===== src/hw/rtl/dtq_pkg.sv =====
// Shared constants and types of the deadline timer queue.
// Used by the channel interfaces, the timer cell and the top level.
`default_nettype none

package dtq_pkg;

  localparam int CAPACITY_DEFAULT  = 16;
  localparam int TIME_BITS_DEFAULT = 48;

  localparam int OP_W         = 3;
  localparam int ID_W         = 32;
  localparam int TIME_FIELD_W = 48;
  localparam int STATUS_W     = 2;

  typedef enum logic [OP_W-1:0] {
    OP_TICK      = 3'd0,
    OP_REG_REL   = 3'd1,
    OP_REG_ABS   = 3'd2,
    OP_CANCEL    = 3'd3,
    OP_QUERY_REM = 3'd4,
    OP_QUERY_END = 3'd5
  } op_t;

  typedef enum logic [STATUS_W-1:0] {
    STATUS_OK        = 2'd0,
    STATUS_NOT_FOUND = 2'd1,
    STATUS_FULL      = 2'd2
  } status_t;

  typedef enum logic [1:0] {
    ST_IDLE,
    ST_SWEEP,
    ST_FINISH
  } state_t;

endpackage

`default_nettype wire


===== src/hw/rtl/dtq_cell.sv =====
// One timer slot of the queue: holds a valid bit, an id and an end time, and
// acts on the request packet passing through before handing it on. Uses dtq_pkg.
`default_nettype none

module dtq_cell #(
  parameter int CAPACITY  = dtq_pkg::CAPACITY_DEFAULT,
  parameter int TIME_BITS = dtq_pkg::TIME_BITS_DEFAULT,
  parameter int INDEX     = 0
) (
  input  wire logic clk,
  input  wire logic rst,
  input  wire logic [1+$clog2(CAPACITY)-1:0] clr,
  input  wire logic [1+dtq_pkg::OP_W+2*dtq_pkg::ID_W+2*TIME_BITS+1+$clog2(CAPACITY)
                     +$clog2(CAPACITY+1)-1:0] pkt_in,
  output      logic [1+dtq_pkg::OP_W+2*dtq_pkg::ID_W+2*TIME_BITS+1+$clog2(CAPACITY)
                     +$clog2(CAPACITY+1)-1:0] pkt_out
);

  localparam int SLOT_W = $clog2(CAPACITY);
  localparam int CNT_W  = $clog2(CAPACITY + 1);
  localparam int ID_W   = dtq_pkg::ID_W;

  typedef struct packed {
    logic                valid;
    dtq_pkg::op_t        op;
    logic [ID_W-1:0]      key_id;
    logic [TIME_BITS-1:0] key_end;
    logic                found;
    logic [SLOT_W-1:0]    slot;
    logic [ID_W-1:0]      best_id;
    logic [TIME_BITS-1:0] best_end;
    logic [CNT_W-1:0]     count;
  } pkt_t;

  typedef struct packed {
    logic              en;
    logic [SLOT_W-1:0] slot;
  } clr_t;

  localparam logic [SLOT_W-1:0] SLOT = SLOT_W'(INDEX);

  pkt_t p;
  pkt_t q;
  pkt_t q_reg;
  clr_t c;

  logic                 ent_valid;
  logic [ID_W-1:0]      ent_id;
  logic [TIME_BITS-1:0] ent_end;
  logic                 ent_valid_next;
  logic                 ent_write;
  logic                 hit;
  logic                 expired;
  logic                 better;

  assign p       = pkt_t'(pkt_in);
  assign c       = clr_t'(clr);
  assign pkt_out = q_reg;

  assign hit     = ent_valid && (ent_id == p.key_id);
  assign expired = ent_valid && (ent_end <= p.key_end);
  assign better  = !p.found || (ent_end < p.best_end) ||
                   ((ent_end == p.best_end) && (ent_id < p.best_id));

  always_comb begin
    q              = p;
    ent_valid_next = ent_valid;
    ent_write      = 1'b0;
    if (c.en && (c.slot == SLOT)) begin
      ent_valid_next = 1'b0;
    end
    if (p.valid) begin
      case (p.op)
        dtq_pkg::OP_REG_REL, dtq_pkg::OP_REG_ABS: begin
          if (!p.found && !ent_valid) begin
            ent_valid_next = 1'b1;
            ent_write      = 1'b1;
            q.found        = 1'b1;
          end
        end
        dtq_pkg::OP_CANCEL: begin
          if (!p.found && hit) begin
            ent_valid_next = 1'b0;
            q.found        = 1'b1;
          end
        end
        dtq_pkg::OP_QUERY_REM, dtq_pkg::OP_QUERY_END: begin
          if (!p.found && hit) begin
            q.found    = 1'b1;
            q.best_end = ent_end;
          end
        end
        dtq_pkg::OP_TICK: begin
          if (expired) begin
            q.count = p.count + CNT_W'(1);
            if (better) begin
              q.found    = 1'b1;
              q.best_id  = ent_id;
              q.best_end = ent_end;
              q.slot     = SLOT;
            end
          end
        end
        default: begin
        end
      endcase
    end
  end

  always_ff @(posedge clk) begin
    if (rst) begin
      ent_valid   <= 1'b0;
      q_reg.valid <= 1'b0;
    end else begin
      ent_valid <= ent_valid_next;
      q_reg     <= q;
    end
  end

  always_ff @(posedge clk) begin
    if (ent_write) begin
      ent_id  <= p.key_id;
      ent_end <= p.key_end;
    end
  end

endmodule

`default_nettype wire


===== config.mk =====
export PLATFORM = sky130hd
export DESIGN_NAME = dtq_cell
export DESIGN_NICKNAME = d
export VERILOG_FILES = /design/src/hw/rtl/dtq_pkg.sv /design/src/hw/rtl/dtq_cell.sv
export SDC_FILE = /design/constraint.sdc
export NUM_CORES = 1
export LEC_CHECK = 0
export BUFFER_PORTS_ARGS = -buffer_cell sky130_fd_sc_hd__buf_4
export CAP_MARGIN = 10
export CORE_ASPECT_RATIO = 0.8
export CORE_UTILIZATION = 48
export CTS_CLUSTER_DIAMETER = 200
export DETAILED_ROUTE_END_ITERATION = 10
export PLACE_DENSITY = 0.77
export SYNTH_ARGS = -nofsm -noshare
export SYNTH_HDL_FRONTEND = slang
export SYNTH_SLANG_ARGS = --single-unit

===== constraint.sdc =====
create_clock -name clk -period 9.6 [get_ports clk]
set_input_delay 2.88 -clock clk [delete_from_list [all_inputs] [get_ports clk]]
set_output_delay 2.88 -clock clk [all_outputs]
set_load 0.02 [all_outputs]

==> impl_metrics.toml <==
[pwr]
p_leak_nw = 7.257
p_total_mw = 2.806
vdd_drop_max_uv = 177.8
cellPowerDensity_nw_per_um2 = 169.7

[synthesis]
syn-num-nets = 1192
synth_most_common_cell = "sky130_fd_sc_hd__edfxtp_1"
synth_top_cells_by_count = "sky130_fd_sc_hd__edfxtp_1, sky130_fd_sc_hd__inv_1, sky130_fd_sc_hd__ha_1"
ys_ff_latch = 255
share_of_the_synthesized_area_in_the_top_cell_type_pct = 60.65
async_reset_ff_share_pct = 0
number_of_flops_mapped_to_enable_cells_by_yosys = 253
netlist_instances = 883
synth_area_leaders = "sky130_fd_sc_hd__edfxtp_1, sky130_fd_sc_hd__ha_1, sky130_fd_sc_hd__mux2_2, sky130_fd_sc_hd__inv_1, sky130_fd_sc_hd__mux2_4"
dominantRegCellSynth = "sky130_fd_sc_hd__edfxtp_1"
synth_top_area_cell = "sky130_fd_sc_hd__edfxtp_1"
synth_area_per_cell_um2 = 14.19
synth.lib_cells_used.distinct = 46
yosysSeqAreaShare_pct = 60.97
syn-cell-area_um2 = 12530
yosys_warnings = 0

[final_layout]
area_growth_syn_to_layout_pct = 31.95
num-nets-final = 1572
multiInputGateArea_um2 = 4288
drive_above_1_share_pct = 38.05
post-route-cell-area_um2 = 16530
area.sequential_um2 = 7637
diodes = 0
layout_fillers = 1884

[critical_path]
timing.critical_path.to_type = "flip-flop"
regToRegEndpoint = "pkt_out[7]$_DFFE_PN_"
worst-r2r-cell-count = 10
origin_of_the_critical_flop_to_flop_path = "ent_end[35]$_DFFE_PP_"
crit_path_start_kind = "primary input"
worst_ep_arrival_time_ps = 6440
timing_worst_setup_path_type = "in -> reg"
worstPathMaxFanout = 32
required_ps = 9880
ff2ff_setup_slack_ps = 5440

[clock_tree]
cts_h_tree_depth = 1
holdBufCountCts = 0
cts.reportedPaths.clkPinSlew_ps = 60
clk-insertion-delay-late_ps = 540
cts_inserted_buffers = 28
tritoncts = "done"
number_of_gates_resized_after_cts = 0
postCtsSetupBuffers = 0
ctsLongestPathBuffers = 3
cts_root_buf = "sky130_fd_sc_hd__clkbuf_16"
tritoncts_num_sinks = 255

[timing]
setup_tns_ps = 0
hold_ws_ps = 580.4
report.final.setup_viol = 0
timing.final.ws_setup_ps = 3438
post-route-period-util_pct = 64.19
finalWorstPathRequiredPeriod_ps = 6162
endpoints_failing_hold = 0
max_transition_viols_final = 0
max_freq_mhz = 162.3
grt_setup_unrepaired = "false"
finalClockSkew_ps = 17.22
worst-slew-pin-transition_ps = 1149
max-slew-margin-rel_pct = 23.23

[hold_path]
hold_crit_endpoint = "ent_valid$_SDFF_PP0_"
hold_path_depth = 2
worstHoldStart = "ent_valid$_SDFF_PP0_"
worstHoldPathType = "reg -> reg"

[global_route]
first_pass_grt_wire_length_um = 47750
grt_start_max_net_pins = 92
via_count_of_the_first_global_routing_pass = 8667
grt.overflow.total = 0
antenna_violations_before_repair = 1
grt_util_all_layers_pct = 23.46

[routing]
route.met3.wl_um = 2719
top_layer_used = "met5"
total_length_of_routed_met2_wires_um = 14920
m1WireLength_um = 13230
detail_route.drc_violations = 0
drt_pass1_iterations = 4
drt-wirelength-per-cell_um = 19.47
drt-vias-per-instance = 5.165
antenna_left = 0
first_iter_violations = 427
detailed_route_wl_um = 31860
vias = 8450

[die]
rows = 52
initial_core_util_pct = 49.24
fp.dieH_um = 146.5
die_width_um = 182.6
ioPinCount = 355
fp.dieArea_um2 = 26750
fp.coreArea_um2 = 25440

[placement]
detailedPlace.worstSlack_ps = 2859
placer_congestion_estimate = 0.8569
dpl-instance-area_um2 = 15560
detailedPlacementHpwl_um = 24330
total_of_buffers_placed_on_input_and_output_ports = 354

[outcome]
run_status = "complete, no violations"

[run]
drv.max_cap_violation_count = 0
==> per-stage QoR <==
stage | utilization [%] | std cells
after floorplan | - | 883
after global placement | 61.18 | 1584
after detailed placement | 61.18 | 1584
after CTS | 64.98 | 1636
after global routing | 64.98 | 1636
final | 64.98 | 1636
==> flip-flops by register name, summed over array words and instances (netlist names) <==
register	cells
ent_end	48
pkt_out	174
ent_id	32
ent_valid	1
==> worst max path at each step <==
stage	from	end	slack (ps)	cells after the start
finish	pkt_in[40]	pkt_out[7]$_DFFE_PN_	3440	12
global route	pkt_in[136]	pkt_out[7]$_DFFE_PN_	3230	11
CTS	pkt_in[136]	pkt_out[7]$_DFFE_PN_	3430	11
detailed placement	pkt_in[135]	pkt_out[10]$_DFFE_PN_	2860	11
global placement	pkt_in[136]	pkt_out[13]$_DFFE_PN_	2910	11
floorplan	pkt_in[170]	ent_end[0]$_DFFE_PP_	210	3
==> power breakdown <==
| part | internal [mW] | leakage (nW) | switching, mW |
|---|---|---|---|
| clock | 0.686 | 0.470 | 0.444 |
| sequential | 1.29 | 2.44 | 0.0215 |
| combinational | 0.166 | 4.35 | 0.196 |
==> layout by cell type (no fill, tap or decap), types with 5 or more instances in the layout <==
cell type                   instances
sky130_fd_sc_hd__a21o_1            12
sky130_fd_sc_hd__a21oi_1           52
sky130_fd_sc_hd__buf_4            358
sky130_fd_sc_hd__bufinv_16          5
sky130_fd_sc_hd__clkbuf_1           5
sky130_fd_sc_hd__clkbuf_16         29
sky130_fd_sc_hd__clkinv_2           6
sky130_fd_sc_hd__edfxtp_1         253
sky130_fd_sc_hd__ha_1             128
sky130_fd_sc_hd__inv_1            134
sky130_fd_sc_hd__mux2_2            60
sky130_fd_sc_hd__mux2_4            20
sky130_fd_sc_hd__nand2_1           37
sky130_fd_sc_hd__nand3_1           14
sky130_fd_sc_hd__nand4_1           25
sky130_fd_sc_hd__nor2_1            12
sky130_fd_sc_hd__nor2b_1           10
sky130_fd_sc_hd__nor3_1            11
sky130_fd_sc_hd__nor4_1            11
sky130_fd_sc_hd__o21ai_0           15
sky130_fd_sc_hd__xnor2_1           18
sky130_fd_sc_hd__xor2_1            19
==> per-layer routing <==
metal  vias up  track usage, %
met5         -               0
met4         2           6.975
met3        57           6.036
met2       328           38.66
met1      4030           30.50
li1       4033               -
==> critical path, stage by stage <==
cell and delay, ps:
sky130_fd_sc_hd__buf_4 90, sky130_fd_sc_hd__inv_1 30, sky130_fd_sc_hd__ha_1 320, sky130_fd_sc_hd__a21oi_1 160, sky130_fd_sc_hd__o21ai_1 90, sky130_fd_sc_hd__a221o_1 360
sky130_fd_sc_hd__a2111o_1 460, sky130_fd_sc_hd__nor4_2 310, sky130_fd_sc_hd__a211oi_2 120, sky130_fd_sc_hd__a21oi_4 630, sky130_fd_sc_hd__buf_4 540, sky130_fd_sc_hd__mux2_2 400
==> final cells by class <==
class	instances	share of cell area, %
clock buffer	34	4.504
clock inverter	18	1.340
inverter	135	3.096
multi-input combinational	485	25.94
sequential	255	46.20
tap	351	2.657
timing repair buffer	358	16.26
==> kinds of logic after synthesis <==
kind of cell | Yosys count | share of synthesized area [%]
AO/OA/AOI/OAI | 105 | 5.254
XOR/XNOR | 37 | 2.587
adder cells (fa/ha/maj) | 128 | 12.78
buffers and inverters | 143 | 4.844
flip-flops | 255 | 60.97
multiplexers | 81 | 7.881
AND/OR/NAND/NOR | 134 | 5.683
Note: power is estimated with default switching activity, not from simulation.
